===== src/sv/frcp_pkg.sv =====
// ============================================================================
// frcp_pkg
// Shared constants and controller/datapath handshake types for the framed
// register command parser.
// ============================================================================
package frcp_pkg;

  // Default sizing
  localparam int FRCP_NUM_REGS         = 16;
  localparam int FRCP_MAX_PACKET_BYTES = 2048;

  // Frame markers
  localparam logic [7:0] MARK_START_HI = 8'h55;
  localparam logic [7:0] MARK_START_LO = 8'hAA;
  localparam logic [7:0] MARK_END_HI   = 8'h33;
  localparam logic [7:0] MARK_END_LO   = 8'hCC;

  // Command codes
  localparam logic [7:0] CMD_WRITE  = 8'd0;
  localparam logic [7:0] CMD_READ   = 8'd1;
  localparam logic [7:0] CMD_PING   = 8'd2;
  localparam logic [7:0] CMD_TOGGLE = 8'd3;
  localparam logic [7:0] CMD_STOP   = 8'd4;

  // Controller to datapath
  typedef struct packed {
    logic take;     // input word accepted this cycle
    logic apply;    // frame is valid: commit registers / update flags
    logic clr_pkt;  // drop all per-packet state
    logic load;     // load the output register
    logic rej;      // load a rejected item instead of a frame word
  } frcp_ctl_t;

  // Datapath to controller
  typedef struct packed {
    logic frame_ok;  // markers, length and command check out
    logic out_busy;  // output register holds a word that is stalled
    logic seq_last;  // current sequence index is the final frame word
  } frcp_sts_t;

endpackage


===== src/sv/frcp_datapath.sv =====
// ============================================================================
// frcp_datapath
// Marker search, command/argument capture, pending and committed register
// storage, run/stream flags and the output word register.
// ============================================================================
module frcp_datapath
  import frcp_pkg::*;
#(
  parameter int NUM_REGS         = FRCP_NUM_REGS,
  parameter int MAX_PACKET_BYTES = FRCP_MAX_PACKET_BYTES,
  parameter int CNT_W            = $clog2(2 * NUM_REGS + 6)
) (
  input  logic             clk,
  input  logic             rst_n,
  input  logic [7:0]       in_data_byte,
  input  frcp_ctl_t        ctl,
  input  logic [CNT_W-1:0] seq,
  output frcp_sts_t        sts,
  input  logic             out_stall,
  output logic             out_valid,
  output logic [7:0]       out_reply_byte,
  output logic             out_reply_last,
  output logic             out_rejected,
  output logic             out_streaming_on,
  output logic             out_running_on,
  output logic             out_clear_timers
);

  localparam int POS_W  = $clog2(MAX_PACKET_BYTES + 1);
  localparam int WIDE_W = POS_W + 7;
  localparam int IDX_W  = (NUM_REGS > 1) ? $clog2(NUM_REGS) : 1;

  localparam logic [POS_W-1:0]  POS_MAX      = POS_W'(MAX_PACKET_BYTES);
  localparam logic [WIDE_W-1:0] REL_CMD      = WIDE_W'(2);
  localparam logic [WIDE_W-1:0] REL_ARG      = WIDE_W'(3);
  localparam logic [WIDE_W-1:0] REL_DATA     = WIDE_W'(4);
  localparam logic [WIDE_W-1:0] REL_DATA_END = WIDE_W'(4 + 2 * NUM_REGS);
  localparam logic [WIDE_W-1:0] WRITE_SPAN   = WIDE_W'(2 * NUM_REGS);
  localparam logic [CNT_W-1:0]  SEQ_START_LO = CNT_W'(1);
  localparam logic [CNT_W-1:0]  SEQ_CMD      = CNT_W'(2);
  localparam logic [CNT_W-1:0]  SEQ_ARG      = CNT_W'(3);
  localparam logic [CNT_W-1:0]  SEQ_DATA     = CNT_W'(4);
  localparam logic [CNT_W-1:0]  SEQ_DATA_END = CNT_W'(4 + 2 * NUM_REGS);

  // Per-packet state
  logic [POS_W-1:0] pos_r;
  logic [7:0]       prev_r;
  logic             start_seen_r;
  logic [POS_W-1:0] start_off_r;
  logic             end_seen_r;
  logic [POS_W-1:0] end_off_r;
  logic [7:0]       cmd_r;
  logic [7:0]       arg_r;

  // Register storage
  logic [15:0] pend_r [NUM_REGS];
  logic [15:0] regs_r [NUM_REGS];
  logic        stream_r;
  logic        run_r;
  logic        clr_r;

  // Output word register
  logic       out_valid_r;
  logic [7:0] out_byte_r;
  logic       out_last_r;
  logic       out_rej_r;
  logic       out_stream_r;
  logic       out_run_r;
  logic       out_clr_r;

  logic              take_ok;
  logic              hit_start;
  logic              hit_end;
  logic [WIDE_W-1:0] pos_w;
  logic [WIDE_W-1:0] soff_w;
  logic [WIDE_W-1:0] eoff_w;
  logic [WIDE_W-1:0] rel;
  logic [WIDE_W-1:0] wr_off;
  logic [IDX_W-1:0]  wr_k;
  logic              past_start;
  logic              in_data_zone;
  logic              cmd_short;
  logic              is_read;
  logic              data_zone;
  logic [CNT_W-1:0]  seq_tail;
  logic [CNT_W-1:0]  rd_off;
  logic [IDX_W-1:0]  rd_k;
  logic [15:0]       rd_word;
  logic [7:0]        frame_byte;

  // --------------------------------------------------------------------------
  // Byte capture
  // --------------------------------------------------------------------------
  assign take_ok   = ctl.take && (pos_r < POS_MAX);
  assign hit_start = take_ok && (pos_r != '0) && !start_seen_r &&
                     (prev_r == MARK_START_HI) && (in_data_byte == MARK_START_LO);
  assign hit_end   = take_ok && (pos_r != '0) && !end_seen_r &&
                     (prev_r == MARK_END_HI) && (in_data_byte == MARK_END_LO);

  assign pos_w        = WIDE_W'(pos_r);
  assign soff_w       = WIDE_W'(start_off_r);
  assign eoff_w       = WIDE_W'(end_off_r);
  assign rel          = pos_w - soff_w;
  assign wr_off       = rel - REL_DATA;
  assign wr_k         = wr_off[IDX_W:1];
  assign past_start   = start_seen_r && (pos_w > soff_w + WIDE_W'(1));
  assign in_data_zone = (rel >= REL_DATA) && (rel < REL_DATA_END);

  always_ff @(posedge clk) begin
    if (!rst_n || ctl.clr_pkt) begin
      pos_r        <= '0;
      prev_r       <= '0;
      start_seen_r <= 1'b0;
      start_off_r  <= '0;
      end_seen_r   <= 1'b0;
      end_off_r    <= '0;
      cmd_r        <= '0;
      arg_r        <= '0;
    end else if (take_ok) begin
      if (hit_start) begin
        start_seen_r <= 1'b1;
        start_off_r  <= pos_r - POS_W'(1);
      end
      if (hit_end) begin
        end_seen_r <= 1'b1;
        end_off_r  <= pos_r - POS_W'(1);
      end
      if (past_start && rel == REL_CMD) begin
        cmd_r <= in_data_byte;
      end
      if (past_start && rel == REL_ARG) begin
        arg_r <= in_data_byte;
      end
      prev_r <= in_data_byte;
      pos_r  <= pos_r + POS_W'(1);
    end
  end

  // Pending words: big-endian, high byte first
  always_ff @(posedge clk) begin
    if (take_ok && past_start && in_data_zone) begin
      if (wr_off[0]) begin
        pend_r[wr_k][7:0] <= in_data_byte;
      end else begin
        pend_r[wr_k][15:8] <= in_data_byte;
      end
    end
  end

  // --------------------------------------------------------------------------
  // Frame check and commit
  // --------------------------------------------------------------------------
  assign cmd_short = (cmd_r == CMD_READ) || (cmd_r == CMD_PING) ||
                     (cmd_r == CMD_TOGGLE) || (cmd_r == CMD_STOP);

  assign sts.frame_ok = start_seen_r && end_seen_r &&
    (((cmd_r == CMD_WRITE) && (eoff_w == soff_w + REL_DATA + WRITE_SPAN)) ||
     (cmd_short && (eoff_w == soff_w + REL_DATA)));

  always_ff @(posedge clk) begin
    if (!rst_n) begin
      for (int i = 0; i < NUM_REGS; i++) begin
        regs_r[i] <= '0;
      end
    end else if (ctl.apply && cmd_r == CMD_WRITE) begin
      regs_r <= pend_r;
    end
  end

  always_ff @(posedge clk) begin
    if (!rst_n) begin
      stream_r <= 1'b0;
      run_r    <= 1'b1;
      clr_r    <= 1'b0;
    end else if (ctl.clr_pkt) begin
      clr_r <= 1'b0;
    end else if (ctl.apply) begin
      case (cmd_r)
        CMD_TOGGLE: begin
          stream_r <= !stream_r;
          clr_r    <= !stream_r;
        end
        CMD_STOP: run_r <= 1'b0;
        default: ;
      endcase
    end
  end

  // --------------------------------------------------------------------------
  // Response word select
  // --------------------------------------------------------------------------
  assign is_read      = (cmd_r == CMD_READ);
  assign data_zone    = is_read && (seq >= SEQ_DATA) && (seq < SEQ_DATA_END);
  assign seq_tail     = is_read ? SEQ_DATA_END : SEQ_DATA;
  assign sts.seq_last = (seq == seq_tail + CNT_W'(1));
  assign rd_off       = seq - SEQ_DATA;
  assign rd_k         = rd_off[IDX_W:1];
  assign rd_word      = regs_r[rd_k];

  always_comb begin
    if (data_zone) begin
      frame_byte = rd_off[0] ? rd_word[7:0] : rd_word[15:8];
    end else if (seq == '0) begin
      frame_byte = MARK_START_HI;
    end else if (seq == SEQ_START_LO) begin
      frame_byte = MARK_START_LO;
    end else if (seq == SEQ_CMD) begin
      frame_byte = cmd_r;
    end else if (seq == SEQ_ARG) begin
      frame_byte = arg_r;
    end else if (seq == seq_tail) begin
      frame_byte = MARK_END_HI;
    end else begin
      frame_byte = MARK_END_LO;
    end
  end

  // --------------------------------------------------------------------------
  // Output word register
  // --------------------------------------------------------------------------
  assign sts.out_busy = out_valid_r && out_stall;

  always_ff @(posedge clk) begin
    if (!rst_n) begin
      out_valid_r <= 1'b0;
    end else if (ctl.load) begin
      out_valid_r <= 1'b1;
    end else if (!out_stall) begin
      out_valid_r <= 1'b0;
    end
  end

  always_ff @(posedge clk) begin
    if (ctl.load) begin
      out_byte_r   <= ctl.rej ? 8'h00 : frame_byte;
      out_last_r   <= ctl.rej || sts.seq_last;
      out_rej_r    <= ctl.rej;
      out_stream_r <= stream_r;
      out_run_r    <= run_r;
      out_clr_r    <= !ctl.rej && clr_r;
    end
  end

  assign out_valid        = out_valid_r;
  assign out_reply_byte   = out_byte_r;
  assign out_reply_last   = out_last_r;
  assign out_rejected     = out_rej_r;
  assign out_streaming_on = out_stream_r;
  assign out_running_on   = out_run_r;
  assign out_clear_timers = out_clr_r;

  // --------------------------------------------------------------------------
  // Assertions
  // --------------------------------------------------------------------------
  a_clr_pkt_empties: assert property (@(posedge clk) disable iff (!rst_n)
    ctl.clr_pkt |=> (pos_r == '0) && !start_seen_r && !end_seen_r)
    else $error("per-packet state not cleared");

  a_rej_item_form: assert property (@(posedge clk) disable iff (!rst_n)
    (out_valid_r && out_rej_r) |-> (out_last_r && out_byte_r == 8'h00 && !out_clr_r))
    else $error("rejected item malformed");

  a_apply_needs_ok: assert property (@(posedge clk) disable iff (!rst_n)
    ctl.apply |-> sts.frame_ok)
    else $error("commit on invalid frame");

endmodule


===== src/sv/frcp_ctrl.sv =====
// ============================================================================
// frcp_ctrl
// Sequencer: take input words, check the frame on the last word, then step
// the response words out through the datapath output register.
// ============================================================================
module frcp_ctrl
  import frcp_pkg::*;
#(
  parameter int CNT_W = 6
) (
  input  logic             clk,
  input  logic             rst_n,
  input  logic             in_valid,
  input  logic             in_packet_end,
  output logic             in_stall,
  input  frcp_sts_t        sts,
  output frcp_ctl_t        ctl,
  output logic [CNT_W-1:0] seq
);

  localparam logic [1:0] S_IDLE   = 2'd0;
  localparam logic [1:0] S_CHECK  = 2'd1;
  localparam logic [1:0] S_EMIT   = 2'd2;
  localparam logic [1:0] S_REJECT = 2'd3;

  logic [1:0]       st_r;
  logic [1:0]       st_nxt;
  logic [CNT_W-1:0] seq_r;
  logic [CNT_W-1:0] seq_nxt;

  always_comb begin
    ctl     = '0;
    st_nxt  = st_r;
    seq_nxt = seq_r;
    unique case (st_r)
      S_IDLE: begin
        if (in_valid) begin
          ctl.take = 1'b1;
          if (in_packet_end) begin
            st_nxt = S_CHECK;
          end
        end
      end
      S_CHECK: begin
        seq_nxt = '0;
        if (sts.frame_ok) begin
          ctl.apply = 1'b1;
          st_nxt    = S_EMIT;
        end else begin
          st_nxt = S_REJECT;
        end
      end
      S_EMIT: begin
        if (!sts.out_busy) begin
          ctl.load = 1'b1;
          seq_nxt  = seq_r + CNT_W'(1);
          if (sts.seq_last) begin
            ctl.clr_pkt = 1'b1;
            st_nxt      = S_IDLE;
          end
        end
      end
      S_REJECT: begin
        if (!sts.out_busy) begin
          ctl.load    = 1'b1;
          ctl.rej     = 1'b1;
          ctl.clr_pkt = 1'b1;
          st_nxt      = S_IDLE;
        end
      end
      default: st_nxt = S_IDLE;
    endcase
  end

  always_ff @(posedge clk) begin
    if (!rst_n) begin
      st_r  <= S_IDLE;
      seq_r <= '0;
    end else begin
      st_r  <= st_nxt;
      seq_r <= seq_nxt;
    end
  end

  assign in_stall = (st_r != S_IDLE);
  assign seq      = seq_r;

  a_end_to_check: assert property (@(posedge clk) disable iff (!rst_n)
    (st_r == S_IDLE && in_valid && in_packet_end) |=> (st_r == S_CHECK))
    else $error("last word did not start the frame check");

  a_load_when_free: assert property (@(posedge clk) disable iff (!rst_n)
    ctl.load |-> !sts.out_busy)
    else $error("output register overwritten while stalled");

  a_check_exit: assert property (@(posedge clk) disable iff (!rst_n)
    (st_r == S_CHECK) |=> ((st_r == S_EMIT || st_r == S_REJECT) && seq_r == '0))
    else $error("bad exit from frame check");

endmodule


===== src/sv/framed_register_command_parser_unit.sv =====
// ============================================================================
// framed_register_command_parser_unit
// Byte-wide framed command parser: finds the 55 AA / 33 CC markers, takes
// command and argument, writes or reads a bank of 16-bit registers and
// answers each packet with a response frame or one rejected word.
// ============================================================================
//
//  channel | direction | handshake          | payload
//  --------+-----------+--------------------+-------------------------------
//  in      | input     | in_valid/in_stall  | in_data_byte, in_packet_end
//  out     | output    | out_valid/out_stall| out_reply_byte, out_reply_last,
//          |           |                    | out_rejected, out_streaming_on,
//          |           |                    | out_running_on, out_clear_timers
//
//  Input words are taken while idle; the last word is followed by the frame
//  check and the response words (6, 6 + 2*NUM_REGS for a read, 1 rejected).
//  Input stalls from the check until the final response word is loaded;
//  out_stall stretches that phase word for word.
//  Reset (synchronous, rst_n low) clears packet state, the register bank
//  and streaming, and sets running; no clearing pass follows.
//
module framed_register_command_parser_unit
  import frcp_pkg::*;
#(
  parameter int NUM_REGS         = FRCP_NUM_REGS,
  parameter int MAX_PACKET_BYTES = FRCP_MAX_PACKET_BYTES
) (
  input  logic       clk,
  input  logic       rst_n,
  // Input words
  input  logic       in_valid,
  output logic       in_stall,
  input  logic [7:0] in_data_byte,
  input  logic       in_packet_end,
  // Response words
  output logic       out_valid,
  input  logic       out_stall,
  output logic [7:0] out_reply_byte,
  output logic       out_reply_last,
  output logic       out_rejected,
  output logic       out_streaming_on,
  output logic       out_running_on,
  output logic       out_clear_timers
);

  // Sequence counter spans every word of the longest response frame
  localparam int CNT_W = $clog2(2 * NUM_REGS + 6);

  frcp_ctl_t        ctl;
  frcp_sts_t        sts;
  logic [CNT_W-1:0] seq;

  // Controller: hold input during check/emit/reject, advance the word sequence
  frcp_ctrl #(
    .CNT_W (CNT_W)
  ) u_ctrl (
    .clk           (clk),
    .rst_n         (rst_n),
    .in_valid      (in_valid),
    .in_packet_end (in_packet_end),
    .in_stall      (in_stall),
    .sts           (sts),
    .ctl           (ctl),
    .seq           (seq)
  );

  // Datapath: marker search, capture, register bank, output register
  frcp_datapath #(
    .NUM_REGS         (NUM_REGS),
    .MAX_PACKET_BYTES (MAX_PACKET_BYTES),
    .CNT_W            (CNT_W)
  ) u_datapath (
    .clk              (clk),
    .rst_n            (rst_n),
    .in_data_byte     (in_data_byte),
    .ctl              (ctl),
    .seq              (seq),
    .sts              (sts),
    .out_stall        (out_stall),
    .out_valid        (out_valid),
    .out_reply_byte   (out_reply_byte),
    .out_reply_last   (out_reply_last),
    .out_rejected     (out_rejected),
    .out_streaming_on (out_streaming_on),
    .out_running_on   (out_running_on),
    .out_clear_timers (out_clear_timers)
  );

endmodule


===== config.mk =====
export PLATFORM = sky130hd
export DESIGN_NAME = framed_register_command_parser_unit
export DESIGN_NICKNAME = d
export VERILOG_FILES = /design/src/sv/frcp_pkg.sv /design/src/sv/frcp_datapath.sv /design/src/sv/frcp_ctrl.sv /design/src/sv/framed_register_command_parser_unit.sv
export SDC_FILE = /design/constraint.sdc
export NUM_CORES = 1
export LEC_CHECK = 0
export BUFFER_PORTS_ARGS = -buffer_cell sky130_fd_sc_hd__buf_2
export CORE_MARGIN = 8
export CORE_UTILIZATION = 40
export CTS_CLUSTER_SIZE = 16
export DETAILED_ROUTE_END_ITERATION = 8
export GPL_TIMING_DRIVEN = 0
export PLACE_DENSITY = 0.56
export SETUP_SLACK_MARGIN = 0.5
export SYNTH_ARGS = -nofsm -noshare
export SYNTH_HDL_FRONTEND = slang
export SYNTH_HIERARCHICAL = 1
export SYNTH_SLANG_ARGS = --single-unit
export TNS_END_PERCENT = 50

===== constraint.sdc =====
create_clock -name clk -period 3.98 [get_ports clk]
set_input_delay 0.398 -clock clk [delete_from_list [all_inputs] [get_ports clk]]
set_output_delay 0.398 -clock clk [all_outputs]
set_load 0.03 [all_outputs]

---- After elaboration in Yosys (flattened, before gate mapping) ----
Cells that the tools add are included.
storage, ports and cells
  bits of input ports ..................... 13
  logic and storage cells ................. 190
  output and inout port bits .............. 15
  flip-flop bits (word level) ............. 599
cells by class
  equal/unequal tests ..................... 26
  reductions and logical operators ........ 51
  bitwise operators ....................... 4
  add/sub/neg operators ................... 10
  mux-type cells .......................... 38
  magnitude comparators ................... 9
operator list
  kind                   count
  $bwmux 256             2
  $mux 256               1
  $demux 16 s4           2
  $bmux 16 s4            1
  $mux 8                 8
  $mux 16                3
  $eq 12x19->1           2
  $eq 19x2->1 const B    2
  $logic_and 1x1->1      24
  $add 19x6->19 const B  1
  $ge 19x3->1 const B    1
  $gt 12x19->1           1
  $lt 19x6->1 const B    1
  $eq 8x2->1 const B     2
  $eq 8x8->1 const B     2
  $add 12x1->13 const B  1
  $add 12x3->13 const B  1
  $sub 12x12->13         1
  $add 12x1->12 const B  1
  $add 6x1->6 const B    2
  $eq 6x2->1 const B     2
  $eq 6x6->1             2
  $lt 12x12->1 const B   1
  $mux 2                 6
  other kinds (34)       68

---- Depth between registers and ports, before layout ----
Gate-level depths: netlist of the first run.
  depth in word-level cells ............... 10
  gate-level depth with buffers ........... 23

---- Hierarchy ----
Netlist of the first run, hierarchy kept.
by module, submodules not included
  module         cells an instance  area an instance (um2)  instances
  frcp_datapath  2484               25720.9                 1
  frcp_ctrl      63                 511.7                   1

---- Worst setup path before layout of the first run ----
No wires, ideal clock.
  kind .................................... reg-to-reg
  from .................................... reg u_ctrl.seq_r[2] (netlist: u_ctrl/seq[2])
  to ...................................... reg u_datapath.out_byte_r[1] (netlist: u_datapath/out_reply_byte[1]), data pin
  cell stages (with the launch flop) ...... 12
  path slack .............................. -0.043 ns
  setup time .............................. 0.269 ns
  arrival time ............................ 3.754 ns
  required time ........................... 3.711 ns
  path buffers ............................ 4
  clock period less this slack ............ 4.023 ns
  cell sequence ........................... dfxtp_1 -> clkbuf_1 -> clkbuf_1 -> buf_2 -> inv_1 -> ha_1 -> clkbuf_1 -> mux4_2 -> mux4_2 -> nor2b_1 -> a211oi_1 -> nor3_1
between the ends
  longest elaborated chain between the ends .. 7
ends and longest elaborated chain
  what                                                       RTL line                                    RTL
  start, declared                                            frcp_ctrl.sv:28                             logic [CNT_W-1:0] seq_r;
  start signal, assigned                                     frcp_ctrl.sv:81                             seq_r <= seq_nxt;
  $sub 5x3->5 or $eq 6x6->1 (tied branches)                  frcp_datapath.sv:196, frcp_datapath.sv:211
  $not 4->5 (not written as such) or $mux 8 (tied branches)  frcp_datapath.sv:198, frcp_datapath.sv:211
  $bmux 16 s4 or $mux 8 (tied branches)                      frcp_datapath.sv:198, frcp_datapath.sv:209
  $mux 16 (not written as such) or $mux 8 (tied branches)    frcp_datapath.sv:198, frcp_datapath.sv:207
  $mux 16 (not written as such) or $mux 8 (tied branches)    frcp_datapath.sv:198, frcp_datapath.sv:205
  $mux 8 (on tied branches)                                  frcp_datapath.sv:202, frcp_datapath.sv:203
  $mux 8 (*)                                                 frcp_datapath.sv:201                        if (data_zone) begin
  end signal, assigned                                       frcp_datapath.sv:235                        out_byte_r <= ctl.rej ? 8'h00 : frame_byte;
  end, declared                                              frcp_datapath.sv:64                         logic [7:0] out_byte_r;
Mark *: on every way between the ends. The rest lies on a longest branch, timed or not. The select of a mux whose other input is x is not followed.
A chain may end at the register's enable or synchronous reset.

==> parameters.txt, run 1 <==
Parameter                              Value

Worst setup path
  Critical-path cell list    buf_6 > and3_4 > nand4_1 > buf_4 > nor2_2 > xnor2_2 > nor2_1 > a2111oi_2 > nand2_1 > o31ai_4 > inv_2 > nor2_4 > nand3_4 > nor2_4 > clkbuf_1 > nand2_1 > a21boi_0
  Endpoint type of the worst setup path    flip-flop
  Cell type of the slowest stage on the worst timing path    clkbuf_1
  WP buf/inv    4
  Stage delay of the slowest cell on the critical path    0.51 ns
  Critical path startpoint category    flip-flop
  Critical Path AT    4.43 ns
  Classification of the worst setup path    flip-flop to flip-flop
  Top cell family by delay on the critical path    simple AND/OR/NAND/NOR gates
  Critical path required time    4.52 ns
  CP Max Fanout    10

Clock network
  Number of sinks on the clock net    599
  Cts bufs inserted    66
  H-tree lvl count    3
  Clock-pin transition on the worst setup and hold timing paths    0.06 ns
  Clock tree from TritonCTS    yes
  Clock latency of the later-clocked register in the worst-skew pair    0.62 ns
  CTS Root Cell    clkbuf_16
  Max Root-Sink Buffers    3

Route
  Via total after detailed routing    20.0k
  Number of iterations in the first detailed-routing pass    5
  Final routed wire length divided by cell count    23.4 um
  Remaining DRCs    0
  Detailed-route vias per instance    5.49
  Number of design-rule violations left by the first detailed-router iteration    1912
  Aggregate routed wire length    85300 um
  ANT nets after route    0

Global route
  Antenna violations before repair    2
  Pin count of the biggest net entering global routing    17
  Wire length of the first global-routing pass    123000 um
  Leftover overflow at the end of global routing    0
  Global Route Usage Sum    22.1%
  Vias in the first global route    19.0k

Logic synthesis
  Area share of fa/ha/maj cells after synthesis    1.84%
  Compound-cell area share of the yosys netlist    10.3%
  Post-synth design cell area    0.0262 mm^2
  Portion of synthesized cell area occupied by the leading cell type    30.8%
  Count of synthesis-stage warnings from yosys    6
  Parity-gate share of the synthesized area counting xor and xnor cells    2.24%
  Syn Inst Count    2547
  Dominant combinational cell family by area after synthesis    simple AND/OR/NAND/NOR gates
  Async SR Flop Fraction    0%
  Most instantiated cells after synthesis    nand2_1, nor2_1, dfxtp_1
  Simple logic cell fraction of the synthesized area    18.2%
  Leading register cell type out of synthesis    dfxtp_1
  Flop and latch count out of synthesis    599
  Post-synthesis average cell area    10.3 um^2
  Post-synthesis cell type with the largest combined area    edfxtp_1
  Post-synthesis mux area share    8.18%
  Cell with the most instances after synthesis    nand2_1
  Unique cell type count in the Yosys netlist    68
  Count of flip-flops with a built-in enable after synthesis    269
  Cell types with the largest area share after synthesis    edfxtp_1, dfxtp_1, nand2_1, a21boi_0, mux4_2
  Synth Net Count    2598
  Sequential-to-total area share from yosys stat    56.0%

Power
  Leakage component of the power    10.4 nW
  Power per cell area    424 mW/mm^2
  Worst voltage drop across the vdd grid    0.000357 V
  Power consumption    13.7 mW

Final layout
  Final-layout fill cell count    5948
  Storage cell area    0.0147 mm^2
  Non-Filler Instances    3639
  Share of final-layout standard cells stronger than drive strength 1    20.9%
  Combined area of the multi-input logic cells    0.0116 mm^2
  Number of nets in the final layout    2771
  Area growth syn-to-layout    23.6%

Floorplan
  I/O Pins    28
  Placeable core region    0.0654 mm^2
  Width of the chip    272 um
  Effective utilization at floorplan    40.1%
  Die ar.    0.0740 mm^2
  Number of cell rows    94
  Die height    272 um

STA
  Number of hold-slack violations in the final timing report    0
  Transition at the pin with the smallest max-transition slack    1.30 ns
  Count of pins over their slew limit    0
  Shortest period the worst path allows    3.88 ns
  Setup skew after layout    0.0254 ns
  Achievable frequency    257 MHz
  RSZ-0062 raised after global routing    true
  WHS    0.0808 ns
  Number of setup violations in the final report    0
  Ratio of final minimum period to clock period    97.6%
  PnR worst setup slack    0.0953 ns
  Worst relative slew slack    13.3%

Job
  Max-cap violations    0

Placed design
  Worst slack at placement    -1.27 ns
  Final weighted congestion in routability-driven placement    0.931
  Post-DP HPWL    59600 um
  Count of buffers inserted at the top-level ports    27
  Placed Instances    3438

Worst hold path
  Class of the most critical hold timing path    input pin to flip-flop

Outcome
  Run status    complete, no violations
-- state kept, by name, summed over array words and instances, names as in the netlist, 2 cells and up --
register / count
u_datapath/arg_r: 8
u_ctrl/seq: 6
u_datapath/pos_r: 12
u_datapath/start_off_r: 12
u_datapath/out_reply_byte: 8
u_datapath/end_off_r: 12
u_datapath/pend_r: 256
u_datapath/cmd_r: 8
u_ctrl/st_r: 2
u_datapath/prev_r: 8
u_datapath/regs_r: 256
-- cell type report --
cell class	instances	area share [%]
Timing Repair Buffer	105	3.67
Sequential cell	599	45.4
Buffer	184	4.26
Tap cell	864	3.33
Clock inverter	31	1.28
Clock buffer	91	5.79
Inverter	33	0.394
Multi-Input combinational cell	1731	35.9
Antenna cell	1	0.00772
-- per-layer routing --
layer  wire (um)  vias up  global-route usage (%)
li1            -     9097                       -
met1       35600     9915                    29.8
met2       39200      817                    35.4
met3        7250      165                    4.34
met4        3140        2                    8.07
met5         108        -                       0
-- final timing paths --
path,end,slack (ns),depth (start not counted),startpoint
worst max-delay path,u_datapath/regs_r[207]$_SDFFE_PN0P_,0.1,17,u_datapath/start_off_r[5]$_SDFFE_PP0P_
worst min-delay path,u_ctrl/st_r[0]$_SDFFE_PN0P_,0.08,3,in_packet_end
worst min register to register,u_datapath/out_running_on$_DFFE_PP_,0.44,0,u_datapath/run_r$_SDFFE_PN1P_
worst max register to register,u_datapath/regs_r[207]$_SDFFE_PN0P_,0.1,17,u_datapath/start_off_r[5]$_SDFFE_PP0P_
-- metrics by stage --
stage	area (um^2)	setup TNS (ns)	utilization, %
after global placement	27700	-331.13	42.4
final	32400	0	49.6
after global routing	32400	-0.0501	49.6
after detailed placement	27700	-350.32	42.4
after CTS	30800	0	47.1
after floorplan	26500	0	-
-- timing repair --
action / in CTS / in global routing
resized for setup: 178 / 348
cloned: 3 / 22
pin swaps: 22 / 68
setup buffers: 19 / 34
hold buffers: 0 / 0
endpoints found under the setup margin: 811 / 806
-- power breakdown --
part / total [mW] / switching, mW / internal [mW] / leakage, nW
Combinational: 0.861 / 0.642 / 0.219 / 4.55
Clock: 6.43 / 2.62 / 3.81 / 1.12
Sequential: 6.45 / 0.0223 / 6.42 / 4.76
-- cell families (layout without fill, tap and decap cells) --
kind of cell	after synthesis	in the layout
xor gates and xnor gates	67	67
DFF	599	599
muxes	114	114
buffers and inverters	217	444
and+or+nand+nor	1137	1137
other	0	1
adders and majority gates	38	38
AOI/OAI and AO/OA	375	375
-- worst register-to-register path, delay by kind of cell, from the launching register on --
family	cells	cell delay (ns)
compound gates	3	0.92
simple gates	9	1.47
flops	1	0.32
xor+xnor	1	0.15
buf+inv	4	0.98
-- layout by cell type, fill, tap and decap left out, drive strengths merged, types with 5 or more instances in the layout --
cell and n:
edfxtp 269, a21o 5, bufinv 7, nand3 18, nand2 630, clkbuf 243, nor4 12, nor2 364
clkinv 19, mux2i 30, nand2b 14, xor2 27, xnor2 40, o21ai 17, inv 36, dfxtp 330
and3 10, ha 37, nand4 11, a211oi 32, mux4 80, nand3b 5, buf 137, nor2b 13
a21boi 260, a21oi 35, and2 8, nor3 21
Note: power is estimated with default switching activity, not from simulation.
==> run 2: changes to the inputs <==
- CORE_ASPECT_RATIO: not set -> 0.7
==> run 2 against run 1 <==
Register-to-register slack gained 0.02 ns. Via count grew 2.6%. Flip-flop and latch count is the same. Die area grew 0.18%. Sequential power is essentially flat. Clock skew grew 0.0095 ns. First-iteration DRC count grew 35%. Routed wire length grew 5.4%. Core utilization grew 1.0 points. Cell count grew 1.0%. Maximum frequency grew 0.57%. Clock power shrank 14%.
==> parameters.txt, run 2 (synthesis gave the netlist of run 1 again) <==
Parameter                              Value

Worst setup path
  Crit. Startpoint    u_datapath/start_off_r[9]$_SDFFE_PP0P_
  WP buf/inv    4 (unchanged)
  Top cell family by delay on the critical path    simple AND/OR/NAND/NOR gates
  CP Max Fanout    10 (unchanged)
  Total stage count of the critical path    13 (-4)
  Endpoint type of the worst setup path    flip-flop
  Startpoint of the most critical register-to-register path    u_datapath/start_off_r[9]$_SDFFE_PP0P_
  Cell type of the slowest stage on the worst timing path    or4_4
  Classification of the worst setup path    flip-flop to flip-flop
  Worst Reg-to-Reg Cells    13 (-4)
  Stage delay of the slowest cell on the critical path    0.55 ns (+0.04 ns)
  Critical-path cell list    buf_4 > inv_1 > ha_2 > nor2b_1 > or4_4 > nor4_4 > o311a_1 > o2111ai_2 > nand3b_4 > or4b_4 > buf_12 > buf_16 > nor2_4
  Critical path startpoint category    flip-flop
  Flop-to-flop setup slack    0.12 ns (+0.02 ns)
  Critical Path Sink    u_datapath/pend_r[137]$_DFFE_PP_
  Critical path required time    4.29 ns (-0.23 ns)
  End of the worst register-to-register path    u_datapath/pend_r[137]$_DFFE_PP_
  Critical Path AT    4.17 ns (-0.26 ns)

Final layout
  Commonest cells after routing, fill and taps aside    nand2_1, nor2_1, dfxtp_1, edfxtp_1, a21boi_0
  Number of nets in the final layout    2797 (+0.94%)
  Final-layout fill cell count    5802 (-2.5%)
  Storage cell area    0.0147 mm^2 (about the same)
  Combined area of the multi-input logic cells    0.0115 mm^2 (-1.2%)
  Share of final-layout standard cells stronger than drive strength 1    20.3% (-0.54 points)
  Most common cell after layout, fill and taps aside    nand2_1
  Post-route design area    0.0328 mm^2 (+1.1%)
  Non-Filler Instances    3677 (+1.0%)
  Biggest registers after layout    u_datapath/pend_r: 256 flops, u_datapath/regs_r: 256 flops
  Final core occ    50.6% (+1.0 points)
  Area growth syn-to-layout    25.0%

STA
  Number of hold-slack violations in the final timing report    0 (unchanged)
  Setup skew after layout    0.0348 ns (+0.00946 ns)
  Achievable frequency    259 MHz (+0.57%)
  Transition at the pin with the smallest max-transition slack    1.05 ns (-0.255 ns)
  Count of pins over their slew limit    0 (unchanged)
  Shortest period the worst path allows    3.86 ns (-0.0221 ns)
  Number of setup violations in the final report    0 (unchanged)
  Worst relative slew slack    30.3% (+17 points)
  RSZ-0062 raised after global routing    true
  WHS    0.0427 ns (-0.0381 ns)
  Ratio of final minimum period to clock period    97.1% (-0.55 points)

Power
  Leakage component of the power    10.6 nW (+1.9%)
  Worst voltage drop across the vdd grid    0.000323 V (-9.5%)
  Power per cell area    391 mW/mm^2 (-7.6%)

Placed design
  Placement Cell Area    0.0278 mm^2 (about the same)
  Final weighted congestion in routability-driven placement    0.908 (-2.4%)
  Post-DP HPWL    62700 um (+5.2%)
  Count of buffers inserted at the top-level ports    27 (unchanged)
  Placed Instances    3454 (+0.47%)

Floorplan
  Effective utilization at floorplan    40.5% (+0.37 points)
  I/O Pins    28 (unchanged)
  Width of the chip    322 um (+18%)
  Die ar.    0.0742 mm^2 (+0.18%)
  Number of cell rows    78 (-17%)
  Die height    230 um (-15%)
  Placeable core region    0.0648 mm^2 (-0.90%)

Worst hold path
  Class of the most critical hold timing path    input pin to flip-flop
  Startpoint of the worst hold path    in_packet_end

Global route
  Pin count of the biggest net entering global routing    17 (unchanged)
  Global Route Usage Sum    23.0% (+0.90 points)
  Leftover overflow at the end of global routing    0 (unchanged)
  Antenna violations before repair    1 (-1)
  Wire length of the first global-routing pass    127000 um (+3.5%)
  Vias in the first global route    18.9k (-0.84%)

Route
  Detailed-route vias per instance    5.58 (+1.5%)
  Remaining DRCs    0 (unchanged)
  Aggregate routed wire length    89900 um (+5.4%)
  Final routed wire length divided by cell count    24.5 um (+4.3%)
  Number of design-rule violations left by the first detailed-router iteration    2589 (+35%)
  Via total after detailed routing    20.5k (+2.6%)
  ANT nets after route    0 (unchanged)
  Number of iterations in the first detailed-routing pass    7 (+2)

Outcome
  Run status    complete, no violations

Clock network
  CTS Root Cell    clkbuf_16
  Max Root-Sink Buffers    3 (unchanged)
  Clock latency of the later-clocked register in the worst-skew pair    0.66 ns (+0.04 ns)
  Number of buffers inserted by hold repair at cts    0 (unchanged)
  H-tree lvl count    2 (-1)
  Clock tree from TritonCTS    yes
  Cts bufs inserted    57 (-14%)
  Clock-pin transition on the worst setup and hold timing paths    0.07 ns (about the same)
  Number of sinks on the clock net    599 (unchanged)

Job
  Max-cap violations    0 (unchanged)
[run 2: area by class of cell]
class                   instances  area share [%]
clock inverters                22           0.767
repair buffers                140            5.35
plain buffers                 184            5.24
clock buffers                  85            4.91
inverters                      33           0.401
well taps                     880            3.36
flip-flops and latches        599            44.9
diodes                          3          0.0229
multi-input cells            1731            35.1
[run 2: worst min path at each step]
stage	depth (start not counted)	end
6_report	3	u_ctrl/st_r[0]$_SDFFE_PN0P_
3_3_place_gp	0	u_datapath/out_running_on$_DFFE_PP_
3_5_place_dp	0	u_datapath/out_running_on$_DFFE_PP_
4_1_cts	3	u_ctrl/st_r[0]$_SDFFE_PN0P_
5_1_grt	3	u_ctrl/st_r[0]$_SDFFE_PN0P_
2_1_floorplan	0	u_datapath/out_running_on$_DFFE_PP_
[run 2: metal layers]
layer / global-route usage (%) / routed length, um
met5: 0 / 0
met4: 6.00 / 2070
met3: 4.01 / 9470
met2: 30.8 / 35400
met1: 37.2 / 43000
[run 2: through the flow]
step                      setup slack, ns  TNS [ns]  total power [mW]
after floorplan                     0.393         0              7.04
after global placement              -1.27   -353.97              7.38
after detailed placement            -1.26   -338.97              7.39
after CTS                          0.0741         0              12.9
after global routing              -0.0293   -0.0928              13.2
final                               0.117         0              12.8
[run 2: repair_timing]
action	4_1_cts	5_1_grt
buffers inserted	46	37
gates resized for setup	262	286
pin swaps	40	76
setup endpoints to repair	792	756
gates cloned	17	13
[run 2: worst reg2reg max path, cell delays in order, from the launching register on]
cell and delay [ns]:
dfxtp_1 0.35, buf_4 0.20, inv_1 0.06, ha_2 0.40
nor2b_1 0.07, or4_4 0.55, nor4_4 0.30, o311a_1 0.22
o2111ai_2 0.11, nand3b_4 0.18, or4b_4 0.50, buf_12 0.18
buf_16 0.16, nor2_4 0.26
[run 2: power by group]
part | switching [mW] | internal (mW) | leakage (nW) | total, mW
registers | 0.0222 | 6.42 | 4.76 | 6.44
logic | 0.645 | 0.217 | 4.97 | 0.862
clock network | 2.46 | 3.07 | 0.900 | 5.53
